==> src/rtl/prq_pkg.sv <==
// ----------------------------------------------------------------------------
// prq_pkg
// Shared types and constants for the priority ready-queue scheduler: event
// codes, sequencer states and the request/status records of the queue table.
// ----------------------------------------------------------------------------
package prq_pkg;

   localparam int MODE_W  = 3;
   localparam int PRIO_W  = 5;
   localparam int TID_W   = 3;
   localparam int RTHR_W  = 3;
   localparam int RVAL_W  = 5;

   // widest slot and level index over the supported parameter range
   localparam int SLOT_IDX_MAX_W  = 6;
   localparam int LEVEL_IDX_MAX_W = 6;

   localparam logic [RVAL_W-1:0] RVAL_NO_SLOT = '1;  // -1
   localparam logic [RVAL_W-1:0] RVAL_ZERO    = '0;

   typedef enum logic [MODE_W-1:0] {
      MODE_CREATE = 3'd0,
      MODE_EXIT   = 3'd1,
      MODE_YIELD  = 3'd2,
      MODE_SLEEP  = 3'd3,
      MODE_WAKE   = 3'd4,
      MODE_GETID  = 3'd5,
      MODE_CHPRIO = 3'd6,
      MODE_SERR   = 3'd7
   } mode_type;

   typedef enum logic [2:0] {
      ST_IDLE,
      ST_POP,
      ST_APPLY,
      ST_PUSH_A,
      ST_PUSH_B,
      ST_DISPATCH
   } seq_state_type;

   typedef enum logic [2:0] {
      OP_NONE,
      OP_POP,
      OP_PUSH,
      OP_CLEAR,
      OP_ALLOC,
      OP_SETLVL
   } tbl_code_type;

   typedef struct packed {
      tbl_code_type                code;
      logic [SLOT_IDX_MAX_W-1:0]   slot;
      logic [LEVEL_IDX_MAX_W-1:0]  level;
   } tbl_op_type;

   typedef struct packed {
      logic                        free_found;
      logic [SLOT_IDX_MAX_W-1:0]   free_slot;
      logic                        disp_found;
      logic [SLOT_IDX_MAX_W-1:0]   disp_slot;
      logic [LEVEL_IDX_MAX_W-1:0]  slot_level;
   } tbl_status_type;

endpackage

==> src/rtl/prq_req_if.sv <==
// ----------------------------------------------------------------------------
// prq_req_if
// Event channel: valid/ready handshake with the kernel event payload.
// ----------------------------------------------------------------------------
interface prq_req_if import prq_pkg::*; ();
   logic                     valid;
   logic                     ready;
   logic [MODE_W-1:0]        mode;
   logic signed [PRIO_W-1:0] priority_req;
   logic [TID_W-1:0]         thread_id;

   modport source (output valid, output mode, output priority_req, output thread_id,
                   input ready);
   modport sink   (input valid, input mode, input priority_req, input thread_id,
                   output ready);
endinterface

==> src/rtl/prq_rsp_if.sv <==
// ----------------------------------------------------------------------------
// prq_rsp_if
// Result channel: valid/ready handshake with the dispatch result payload.
// ----------------------------------------------------------------------------
interface prq_rsp_if import prq_pkg::*; ();
   logic                     valid;
   logic                     ready;
   logic [RTHR_W-1:0]        running_thread;
   logic signed [RVAL_W-1:0] return_value;
   logic                     return_valid;
   logic                     halted;

   modport source (output valid, output running_thread, output return_value,
                   output return_valid, output halted, input ready);
   modport sink   (input valid, input running_thread, input return_value,
                   input return_valid, input halted, output ready);
endinterface

==> src/rtl/priority_ready_queue_scheduler_core.sv <==
// ----------------------------------------------------------------------------
// priority_ready_queue_scheduler_core
// Hardware thread scheduler with fixed-priority FIFO ready queues.
//
// req_if carries one kernel event (mode, priority_req, thread_id) from the
// running thread; rsp_if returns one result per event: the dispatched slot,
// the return value and its valid flag, and the sticky halted flag.
// Between an event's transfer on req_if and rsp_if.valid, the queue table
// performs one edit per cycle (pop caller, apply event, push caller, push
// target) and then the dispatch encoders are sampled.
// One event is in flight at a time; req_if.ready stays low while an event
// is being worked and while its result waits, so a stalled receiver holds
// the result registers steady and blocks new events.
// Reset (synchronous) empties every queue, frees every slot, clears the
// halt flag and leaves no thread running; the first event should be create.
// ----------------------------------------------------------------------------
module priority_ready_queue_scheduler_core import prq_pkg::*; #(
   parameter int THREADS = 8,
   parameter int LEVELS  = 16
) (
   input  logic      clock,
   input  logic      reset,
   prq_req_if.sink   req_if,
   prq_rsp_if.source rsp_if
);
   tbl_op_type     tbl_op;
   tbl_status_type tbl_status;

   prq_table #(
      .THREADS (THREADS),
      .LEVELS  (LEVELS)
   ) u_table (
      .clock  (clock),
      .reset  (reset),
      .op     (tbl_op),
      .status (tbl_status)
   );

   prq_seq #(
      .THREADS (THREADS),
      .LEVELS  (LEVELS)
   ) u_seq (
      .clock  (clock),
      .reset  (reset),
      .req_if (req_if),
      .rsp_if (rsp_if),
      .status (tbl_status),
      .op     (tbl_op)
   );

endmodule

==> src/rtl/prq_table.sv <==
// ----------------------------------------------------------------------------
// prq_table
// Thread slot table and per-level FIFO ready queues. Applies one queue edit
// (pop head, push tail, clear, allocate, set level) per cycle and reports the
// first free slot and the head of the highest-priority non-empty level.
// ----------------------------------------------------------------------------
module prq_table import prq_pkg::*; #(
   parameter int THREADS = 8,
   parameter int LEVELS  = 16
) (
   input  logic           clock,
   input  logic           reset,
   input  tbl_op_type     op,
   output tbl_status_type status
);
   localparam int IW = $clog2(THREADS);
   localparam int LW = $clog2(LEVELS);

   logic [THREADS-1:0] used_ff, used_in;
   logic [THREADS-1:0] ready_ff, ready_in;
   logic [THREADS-1:0] link_vld_ff, link_vld_in;
   logic [LEVELS-1:0]  nonempty_ff, nonempty_in;
   logic [LW-1:0]      level_ff [THREADS];
   logic [LW-1:0]      level_in [THREADS];
   logic [IW-1:0]      link_ff  [THREADS];
   logic [IW-1:0]      link_in  [THREADS];
   logic [IW-1:0]      head_ff  [LEVELS];
   logic [IW-1:0]      head_in  [LEVELS];
   logic [IW-1:0]      tail_ff  [LEVELS];
   logic [IW-1:0]      tail_in  [LEVELS];
   logic [IW-1:0]      last_slot_ff, last_slot_in;

   logic [IW-1:0] s;
   logic [LW-1:0] lv_s;
   logic [LW-1:0] lv_new;

   assign s            = IW'(op.slot);
   assign lv_s         = level_ff[s];
   assign lv_new       = LW'(op.level);
   assign last_slot_in = s;

   always_comb begin
      used_in     = used_ff;
      ready_in    = ready_ff;
      link_vld_in = link_vld_ff;
      nonempty_in = nonempty_ff;
      level_in    = level_ff;
      link_in     = link_ff;
      head_in     = head_ff;
      tail_in     = tail_ff;
      unique case (op.code)
         OP_NONE: ;
         OP_POP: begin
            // the slot popped is always the head of its level
            if (ready_ff[s]) begin
               head_in[lv_s]     = link_ff[s];
               nonempty_in[lv_s] = link_vld_ff[s];
               ready_in[s]       = 1'b0;
               link_vld_in[s]    = 1'b0;
            end
         end
         OP_PUSH: begin
            if (used_ff[s] && !ready_ff[s]) begin
               link_vld_in[s] = 1'b0;
               if (nonempty_ff[lv_s]) begin
                  link_in[tail_ff[lv_s]]     = s;
                  link_vld_in[tail_ff[lv_s]] = 1'b1;
               end else begin
                  head_in[lv_s]     = s;
                  nonempty_in[lv_s] = 1'b1;
               end
               tail_in[lv_s] = s;
               ready_in[s]   = 1'b1;
            end
         end
         OP_CLEAR: begin
            used_in[s]     = 1'b0;
            ready_in[s]    = 1'b0;
            link_vld_in[s] = 1'b0;
            level_in[s]    = '0;
         end
         OP_ALLOC: begin
            used_in[s]     = 1'b1;
            ready_in[s]    = 1'b0;
            link_vld_in[s] = 1'b0;
            level_in[s]    = lv_new;
         end
         OP_SETLVL: begin
            level_in[s] = lv_new;
         end
         default: ;
      endcase
   end

   always_ff @(posedge clock) begin
      if (reset) begin
         used_ff     <= '0;
         ready_ff    <= '0;
         link_vld_ff <= '0;
         nonempty_ff <= '0;
      end else begin
         used_ff     <= used_in;
         ready_ff    <= ready_in;
         link_vld_ff <= link_vld_in;
         nonempty_ff <= nonempty_in;
      end
   end

   always_ff @(posedge clock) begin
      level_ff     <= level_in;
      link_ff      <= link_in;
      head_ff      <= head_in;
      tail_ff      <= tail_in;
      last_slot_ff <= last_slot_in;
   end

   // priority encoders: lowest free slot, lowest non-empty level
   // slot_level is the level of the slot addressed in the previous cycle
   always_comb begin
      status            = '0;
      status.slot_level = LEVEL_IDX_MAX_W'(level_ff[last_slot_ff]);
      for (int i = THREADS - 1; i >= 0; i--) begin
         if (!used_ff[i]) begin
            status.free_found = 1'b1;
            status.free_slot  = SLOT_IDX_MAX_W'(i);
         end
      end
      for (int l = LEVELS - 1; l >= 0; l--) begin
         if (nonempty_ff[l]) begin
            status.disp_found = 1'b1;
            status.disp_slot  = SLOT_IDX_MAX_W'(head_ff[l]);
         end
      end
   end

   a_ready_used: assert property (@(posedge clock) disable iff (reset)
      (ready_ff & ~used_ff) == '0)
      else $error("ready slot not in use");

   a_head_ready: assert property (@(posedge clock) disable iff (reset)
      status.disp_found |-> ready_ff[IW'(status.disp_slot)])
      else $error("queue head not marked ready");

   a_pop_head: assert property (@(posedge clock) disable iff (reset)
      (op.code == OP_POP) |-> (ready_ff[s] && nonempty_ff[lv_s] && head_ff[lv_s] == s))
      else $error("pop of a slot that is not a queue head");

endmodule

==> src/rtl/prq_seq.sv <==
// ----------------------------------------------------------------------------
// prq_seq
// Event sequencer: takes one event, drives the queue table through pop,
// apply, two pushes and dispatch, then holds the result for transfer.
// ----------------------------------------------------------------------------
module prq_seq import prq_pkg::*; #(
   parameter int THREADS = 8,
   parameter int LEVELS  = 16
) (
   input  logic           clock,
   input  logic           reset,
   prq_req_if.sink        req_if,
   prq_rsp_if.source      rsp_if,
   input  tbl_status_type status,
   output tbl_op_type     op
);
   localparam int IW = $clog2(THREADS);
   localparam int LW = $clog2(LEVELS);

   seq_state_type state_ff, state_in;

   mode_type          mode_ff, mode_in;
   logic [PRIO_W-1:0] pr_ff, pr_in;
   logic [TID_W-1:0]  tid_ff, tid_in;
   logic              halt_ff, halt_in;
   logic              run_valid_ff, run_valid_in;
   logic [IW-1:0]     cur_ff, cur_in;
   logic [RVAL_W-1:0] rv_ff, rv_in;
   logic              ret_vld_ff, ret_vld_in;
   logic              push_a_ff, push_a_in;
   logic              push_b_ff, push_b_in;
   logic [IW-1:0]     b_slot_ff, b_slot_in;

   logic              out_vld_ff, out_vld_in;
   logic [RTHR_W-1:0] out_thread_ff, out_thread_in;
   logic [RVAL_W-1:0] out_rv_ff, out_rv_in;
   logic              out_rvld_ff, out_rvld_in;
   logic              out_halt_ff, out_halt_in;

   logic          req_fire;
   logic          active;
   logic [LW-1:0] sat_lvl;

   assign req_if.ready = (state_ff == ST_IDLE) && !out_vld_ff;
   assign req_fire     = req_if.valid && req_if.ready;
   assign active       = !halt_ff;

   assign rsp_if.valid          = out_vld_ff;
   assign rsp_if.running_thread = out_thread_ff;
   assign rsp_if.return_value   = out_rv_ff;
   assign rsp_if.return_valid   = out_rvld_ff;
   assign rsp_if.halted         = out_halt_ff;

   // requested level clamped to the implemented range
   always_comb begin
      if (pr_ff[PRIO_W-1]) begin
         sat_lvl = '0;
      end else if (32'(pr_ff[PRIO_W-2:0]) > 32'(LEVELS - 1)) begin
         sat_lvl = LW'(LEVELS - 1);
      end else begin
         sat_lvl = LW'(pr_ff[PRIO_W-2:0]);
      end
   end

   always_comb begin
      state_in = state_ff;
      unique case (state_ff)
         ST_IDLE:     if (req_fire) state_in = ST_POP;
         ST_POP:      state_in = ST_APPLY;
         ST_APPLY:    state_in = ST_PUSH_A;
         ST_PUSH_A:   state_in = ST_PUSH_B;
         ST_PUSH_B:   state_in = ST_DISPATCH;
         ST_DISPATCH: state_in = ST_IDLE;
         default:     state_in = ST_IDLE;
      endcase
   end

   always_comb begin
      op            = '0;
      op.code       = OP_NONE;
      mode_in       = mode_ff;
      pr_in         = pr_ff;
      tid_in        = tid_ff;
      halt_in       = halt_ff;
      run_valid_in  = run_valid_ff;
      cur_in        = cur_ff;
      rv_in         = rv_ff;
      ret_vld_in    = ret_vld_ff;
      push_a_in     = push_a_ff;
      push_b_in     = push_b_ff;
      b_slot_in     = b_slot_ff;
      out_vld_in    = out_vld_ff;
      out_thread_in = out_thread_ff;
      out_rv_in     = out_rv_ff;
      out_rvld_in   = out_rvld_ff;
      out_halt_in   = out_halt_ff;

      if (out_vld_ff && rsp_if.ready) out_vld_in = 1'b0;

      unique case (state_ff)
         ST_IDLE: begin
            if (req_fire) begin
               mode_in = mode_type'(req_if.mode);
               pr_in   = req_if.priority_req;
               tid_in  = req_if.thread_id;
            end
         end
         ST_POP: begin
            if (active && run_valid_ff) begin
               op.code = OP_POP;
               op.slot = SLOT_IDX_MAX_W'(cur_ff);
            end
         end
         ST_APPLY: begin
            op.slot = SLOT_IDX_MAX_W'(cur_ff);
            if (active) begin
               rv_in      = RVAL_ZERO;
               ret_vld_in = !(mode_ff == MODE_EXIT || mode_ff == MODE_SERR);
               push_a_in  = 1'b0;
               push_b_in  = 1'b0;
               unique case (mode_ff)
                  MODE_CREATE: begin
                     if (status.free_found) begin
                        op.code   = OP_ALLOC;
                        op.slot   = status.free_slot;
                        op.level  = LEVEL_IDX_MAX_W'(sat_lvl);
                        push_a_in = run_valid_ff;
                        push_b_in = 1'b1;
                        b_slot_in = IW'(status.free_slot);
                        rv_in     = RVAL_W'(status.free_slot);
                     end else begin
                        // caller stays off the queues
                        rv_in = RVAL_NO_SLOT;
                     end
                  end
                  MODE_EXIT, MODE_SERR: begin
                     if (run_valid_ff) op.code = OP_CLEAR;
                  end
                  MODE_YIELD: push_a_in = run_valid_ff;
                  MODE_SLEEP: ;
                  MODE_WAKE: begin
                     push_a_in = run_valid_ff;
                     push_b_in = 32'(tid_ff) < 32'(THREADS);
                     b_slot_in = IW'(tid_ff);
                  end
                  MODE_GETID: begin
                     push_a_in = run_valid_ff;
                     if (run_valid_ff) rv_in = RVAL_W'(cur_ff);
                  end
                  MODE_CHPRIO: begin
                     if (run_valid_ff) begin
                        rv_in     = RVAL_W'(status.slot_level);
                        push_a_in = 1'b1;
                        if (!pr_ff[PRIO_W-1]) begin
                           op.code  = OP_SETLVL;
                           op.level = LEVEL_IDX_MAX_W'(sat_lvl);
                        end
                     end
                  end
                  default: ;
               endcase
            end
         end
         ST_PUSH_A: begin
            if (active && push_a_ff) begin
               op.code = OP_PUSH;
               op.slot = SLOT_IDX_MAX_W'(cur_ff);
            end
         end
         ST_PUSH_B: begin
            // an already-ready slot (including the caller) is left alone
            if (active && push_b_ff) begin
               op.code = OP_PUSH;
               op.slot = SLOT_IDX_MAX_W'(b_slot_ff);
            end
         end
         ST_DISPATCH: begin
            out_vld_in = 1'b1;
            if (!active) begin
               out_thread_in = '0;
               out_rv_in     = RVAL_ZERO;
               out_rvld_in   = 1'b0;
               out_halt_in   = 1'b1;
            end else if (status.disp_found) begin
               run_valid_in  = 1'b1;
               cur_in        = IW'(status.disp_slot);
               out_thread_in = RTHR_W'(status.disp_slot);
               out_rv_in     = rv_ff;
               out_rvld_in   = ret_vld_ff;
               out_halt_in   = 1'b0;
            end else begin
               halt_in       = 1'b1;
               run_valid_in  = 1'b0;
               out_thread_in = '0;
               out_rv_in     = rv_ff;
               out_rvld_in   = ret_vld_ff;
               out_halt_in   = 1'b1;
            end
         end
         default: ;
      endcase
   end

   always_ff @(posedge clock) begin
      if (reset) begin
         state_ff     <= ST_IDLE;
         halt_ff      <= 1'b0;
         run_valid_ff <= 1'b0;
         out_vld_ff   <= 1'b0;
      end else begin
         state_ff     <= state_in;
         halt_ff      <= halt_in;
         run_valid_ff <= run_valid_in;
         out_vld_ff   <= out_vld_in;
      end
   end

   always_ff @(posedge clock) begin
      mode_ff       <= mode_in;
      pr_ff         <= pr_in;
      tid_ff        <= tid_in;
      cur_ff        <= cur_in;
      rv_ff         <= rv_in;
      ret_vld_ff    <= ret_vld_in;
      push_a_ff     <= push_a_in;
      push_b_ff     <= push_b_in;
      b_slot_ff     <= b_slot_in;
      out_thread_ff <= out_thread_in;
      out_rv_ff     <= out_rv_in;
      out_rvld_ff   <= out_rvld_in;
      out_halt_ff   <= out_halt_in;
   end

   a_halt_sticky: assert property (@(posedge clock) disable iff (reset)
      halt_ff |=> halt_ff)
      else $error("halt flag dropped without reset");

   a_run_vs_halt: assert property (@(posedge clock) disable iff (reset)
      !(run_valid_ff && halt_ff))
      else $error("running thread held while halted");

   a_rsp_after_dispatch: assert property (@(posedge clock) disable iff (reset)
      $rose(out_vld_ff) |-> $past(state_ff == ST_DISPATCH))
      else $error("result raised outside dispatch");

endmodule

==> src/flat_wrapper.sv <==
// flat-port wrapper written by rule: the top's interface ports become plain ports
module priority_ready_queue_scheduler_core_flat import prq_pkg::*;
#(
   parameter int THREADS = 8,
   parameter int LEVELS  = 16
)
  (clock, reset, req_if_valid, req_if_mode, req_if_priority_req, req_if_thread_id, req_if_ready, rsp_if_valid, rsp_if_running_thread, rsp_if_return_value, rsp_if_return_valid, rsp_if_halted, rsp_if_ready);
  prq_req_if req_if_i ();
  prq_rsp_if rsp_if_i ();
  input  logic clock;
  input  logic reset;
  input wire logic [$bits(req_if_i.valid)-1:0] req_if_valid;
  input wire logic [$bits(req_if_i.mode)-1:0] req_if_mode;
  input wire logic [$bits(req_if_i.priority_req)-1:0] req_if_priority_req;
  input wire logic [$bits(req_if_i.thread_id)-1:0] req_if_thread_id;
  output wire logic [$bits(req_if_i.ready)-1:0] req_if_ready;
  output wire logic [$bits(rsp_if_i.valid)-1:0] rsp_if_valid;
  output wire logic [$bits(rsp_if_i.running_thread)-1:0] rsp_if_running_thread;
  output wire logic [$bits(rsp_if_i.return_value)-1:0] rsp_if_return_value;
  output wire logic [$bits(rsp_if_i.return_valid)-1:0] rsp_if_return_valid;
  output wire logic [$bits(rsp_if_i.halted)-1:0] rsp_if_halted;
  input wire logic [$bits(rsp_if_i.ready)-1:0] rsp_if_ready;
  assign req_if_i.valid = req_if_valid;
  assign req_if_i.mode = req_if_mode;
  assign req_if_i.priority_req = req_if_priority_req;
  assign req_if_i.thread_id = req_if_thread_id;
  assign req_if_ready = req_if_i.ready;
  assign rsp_if_valid = rsp_if_i.valid;
  assign rsp_if_running_thread = rsp_if_i.running_thread;
  assign rsp_if_return_value = rsp_if_i.return_value;
  assign rsp_if_return_valid = rsp_if_i.return_valid;
  assign rsp_if_halted = rsp_if_i.halted;
  assign rsp_if_i.ready = rsp_if_ready;
  priority_ready_queue_scheduler_core #(.THREADS(THREADS), .LEVELS(LEVELS)) u_core (.clock(clock), .reset(reset), .req_if(req_if_i), .rsp_if(rsp_if_i));
endmodule
==> config.mk <==
export PLATFORM = sky130hd
export DESIGN_NAME = priority_ready_queue_scheduler_core_flat
export DESIGN_NICKNAME = d
export VERILOG_FILES = /design/src/rtl/prq_pkg.sv /design/src/rtl/prq_req_if.sv /design/src/rtl/prq_rsp_if.sv /design/src/rtl/priority_ready_queue_scheduler_core.sv /design/src/rtl/prq_table.sv /design/src/rtl/prq_seq.sv /design/src/flat_wrapper.sv
export SDC_FILE = /design/constraint.sdc
export NUM_CORES = 1
export LEC_CHECK = 0
export ABC_AREA = 1
export BUFFER_PORTS_ARGS = -buffer_cell sky130_fd_sc_hd__buf_4
export CAP_MARGIN = 20
export CORE_UTILIZATION = 57
export DETAILED_ROUTE_END_ITERATION = 7
export PLACE_DENSITY_LB_ADDON = 0.25
export SLEW_MARGIN = 20
export SYNTH_ARGS = -nofsm -noshare
export SYNTH_HDL_FRONTEND = slang
export SYNTH_SLANG_ARGS = --single-unit
==> constraint.sdc <==
create_clock -name clock -period 3 [get_ports clock]
set_input_delay 0 -clock clock [delete_from_list [all_inputs] [get_ports clock]]
set_output_delay 0 -clock clock [all_outputs]
set_load 0.05 [all_outputs]
==> metrics <==
Slew @ Worst Pin about 0.86 ns; area post-placement around 14000 um2; leakage power 0.00667 uW; Tot GR Track Use 34.6%; Fin Clk Skew around 0.014 ns; Worst slew margin 42.6%; Worst Setup Start Kind register; Crit. End Element register; pin count of the biggest net entering global routing 34; Power Density approximately 900 nW/um2; Seq/Total Area, Yosys between 50% and 60%; 1st-iter DRT viols 1962; final setup margin -0.711 ns; remaining antenna violation count 0; nets between 1500 and 2000; utilization after layout between 80 and 90%; Rows between 50 and 60; number of global-route vias before repair 10900; VDD IR max 0.000608 V; n_diodes 0; initial antenna violation count 0; HP Start req_if_valid; setup violators final 200; Starting Density around three fifths; Mapped Area between 10000 and 15000 um2; worst endpoint required time 3.24 ns; CP Class reg2reg; vias per cell ~6.4; max_cap viols 0; Critical Path Fanout Max 5; FF-to-FF Start u_core.u_seq.mode_ff[0]$_DFFE_PP_; Post-DP HPWL around 22000 um; Top Ports 27; RSZ-0062 raised after global routing true; H-tree Lvls 1; Ys Warns 0; core area slightly above 20000 um2; # DRC 9; die area ~21000 um2; Synth Area per Inst 8.99 um2; ys flop type edfxtp_1; synth unique cells 46; Vias about 12000; hold depth 3; Filler cells ~1100; failing checks design-rule violations, negative setup slack; Die Ht ~150 um; Worst EP arrival around 4.0 ns; fin area between 15000 and 20000 um2; Routed WL per cell 22.9 um; cells after synthesis 1325; final WL ~42000 um; final period utilization 124%; proportion of layout cells with a drive suffix above 1 roughly a third; first-pass GRT wire length around 58000 um; Clock Pin Slew Worst Setup and Hold Paths roughly 0.070 ns; Chip Width approximately 150 um; CTS root buffer clkbuf_16; reg2reg end u_core.u_table.head_ff[11]$_DFFE_PP_; synth top area cells edfxtp_1, nand2_1, dfxtp_1, nand3_1, nor2_1; GPL Wtd Cong roughly 0.95; leading area contributor after synthesis edfxtp_1; number of port buffers 26; clock sink count approximately 240; worst skew pair latency between 0.5 and 0.6 ns; synthesis-stage register bit count 236; final-report max-slew violation count 0; clk buf depth 3; hold endpoint u_core.u_seq.mode_ff[1]$_DFFE_PP_; FF-to-FF path depth 23; Min-Delay Path Class in2reg; top-area cell type share of the netlist area 47.1%; GRT overflow 0; CTS tree yes; status finished with violations; Hold Vio Cnt, Final 0; DRT Pass-1 Iters 8; EDFF count, synth ~190; clock buffer count from CTS 25; reg2reg setup slack -0.71 ns; hold_ws 0.0766 ns; Peak Freq ~270 MHz; Period minus WS final about 3.7 ns; Post-Synthesis Net Count between 1000 and 1500; asr flop ratio synth 0%; Syn-to-layout area delta 37.9%
-- metrics by stage --
stage,setup WS (ns),power [uW],setup TNS [ns],std cells
2_1_floorplan,-0.0324,6880,-0.977,1325
3_3_place_gp,-0.242,8410,-17.32,1731
3_5_place_dp,-0.289,8490,-23.44,1731
4_1_cts,-0.295,13200,-23.29,1832
5_1_grt,-0.765,15100,-104.74,1845
6_report,-0.711,14700,-88.64,1845
-- metal layers --
metal	share of wire [%]	GRT usage (%)
met5	0	0
met4	7.1	16.6
met3	13	6.75
met2	45	56.1
met1	36	44.7
-- worst max-delay path by stage --
stage                                      start                                    endpoint  slack [ns]
3_3_place_gp   u_core.u_seq.mode_ff[0]$_DFFE_PP_         u_core.u_table.head_ff[3]$_DFFE_PP_       -0.24
4_1_cts        u_core.u_seq.mode_ff[1]$_DFFE_PP_         u_core.u_table.link_ff[1]$_DFFE_PP_       -0.29
3_5_place_dp   u_core.u_seq.mode_ff[0]$_DFFE_PP_        u_core.u_table.head_ff[47]$_DFFE_PP_       -0.29
2_1_floorplan  u_core.u_seq.mode_ff[0]$_DFFE_PP_        u_core.u_table.link_ff[12]$_DFFE_PP_       -0.03
6_report       u_core.u_seq.mode_ff[0]$_DFFE_PP_        u_core.u_table.head_ff[11]$_DFFE_PP_       -0.71
5_1_grt        u_core.u_seq.mode_ff[1]$_DFFE_PP_  u_core.u_table.nonempty_ff[1]$_SDFFE_PP0P_       -0.77
-- cells in the final DEF, fill, tap and decap left out, types with 14 or more instances in the layout --
master,netlist,final
nand2_2,22,68
nand2_4,6,33
buf_12,0,24
a21oi_1,68,66
dlygate4sd3_1,0,14
nor2_1,172,125
buf_4,8,170
nand3_4,3,21
nor2_2,10,14
nand3_2,7,18
nand3_1,135,106
inv_1,101,93
o21ai_0,78,76
buf_6,10,34
nand2_1,306,229
nor2_4,9,53
inv_2,15,16
clkbuf_16,0,26
edfxtp_1,187,187
dfxtp_1,49,48
-- where the power goes --
part           internal [uW]  switching (uW)  total [uW]
clock                   1890            1330        3220
sequential              3770            81.4        3860
combinational           2980            4680        7670
total                   8640            6100       14700
-- state kept, by name (all words and copies together), names as in the netlist, 5 cells and up, named ones only --
name and cells:
u_core.u_seq.rv_ff 5, u_core.u_table.link_ff 24, u_core.u_table.level_ff 32, u_core.u_table.link_vld_ff 8, u_core.u_seq.pr_ff 5, u_core.u_table.head_ff 48
u_core.u_table.tail_ff 48, u_core.u_seq.rsp_if.return_value 5, u_core.u_table.nonempty_ff 16
-- worst max-delay path, cell delays in order, from the launching register on --
cell and delay, ns:
edfxtp_1 0.41, nor2_2 0.18, nand2_2 0.13, clkinv_4 0.09, nand3_4 0.14, nand2_4 0.10, nand3_4 0.13, a21oi_4 0.30
buf_12 0.16, nand3_1 0.11, o21ai_2 0.15, nor2_2 0.09, nand2_2 0.17, buf_6 0.16, nand2_2 0.13, nand2_2 0.13
nand2_2 0.08, nand2_4 0.10, nor2_8 0.06, nand2_8 0.09, nand2_8 0.06, buf_12 0.15, buf_12 0.14, nor2_4 0.12
-- cell usage after synthesis, drive strengths merged, types with 3 or more instances --
library cell / count
a211oi: 8
a21oi: 79
a221oi: 3
a22o: 3
a22oi: 6
buf: 29
clkbuf: 18
clkinv: 7
dfxtp: 49
edfxtp: 187
inv: 116
nand2: 336
nand3: 145
nand3b: 10
nand4: 8
nor2: 194
nor3: 5
nor4: 3
o2111ai: 3
o211ai: 10
o21ai: 89
o22ai: 11
-- kinds of logic (layout without fill, tap and decap cells) --
group | count (synthesis) | in the layout | share of synthesized area (%)
and+or+nand+nor | 703 | 708 | 27.3
DFF | 236 | 236 | 55.4
AOI/OAI and AO/OA | 216 | 216 | 11.0
buffers and inverters | 170 | 415 | 6.37
-- what timing repair did --
item | 4_1_cts | 5_1_grt
setup buffers | 36 | 13
gates resized for setup | 183 | 126
pin swaps | 58 | 80
setup endpoints to repair | 183 | 200
cloned | 9 | 1
hold buffers | 14 | 0
hold endpoints to repair | 38 | 0
-- final cells by class --
cell class | count | area, um2 | area share, %
tap | 270 | 338 | 2.06
inverter | 123 | 492 | 2.99
multi-input combinational | 924 | 5740 | 35.0
clock inverter | 14 | 168 | 1.02
sequential | 236 | 6600 | 40.2
timing repair buffer | 248 | 2430 | 14.8
clock buffer | 30 | 654 | 3.99
Note: power is estimated with default switching activity, not from simulation.
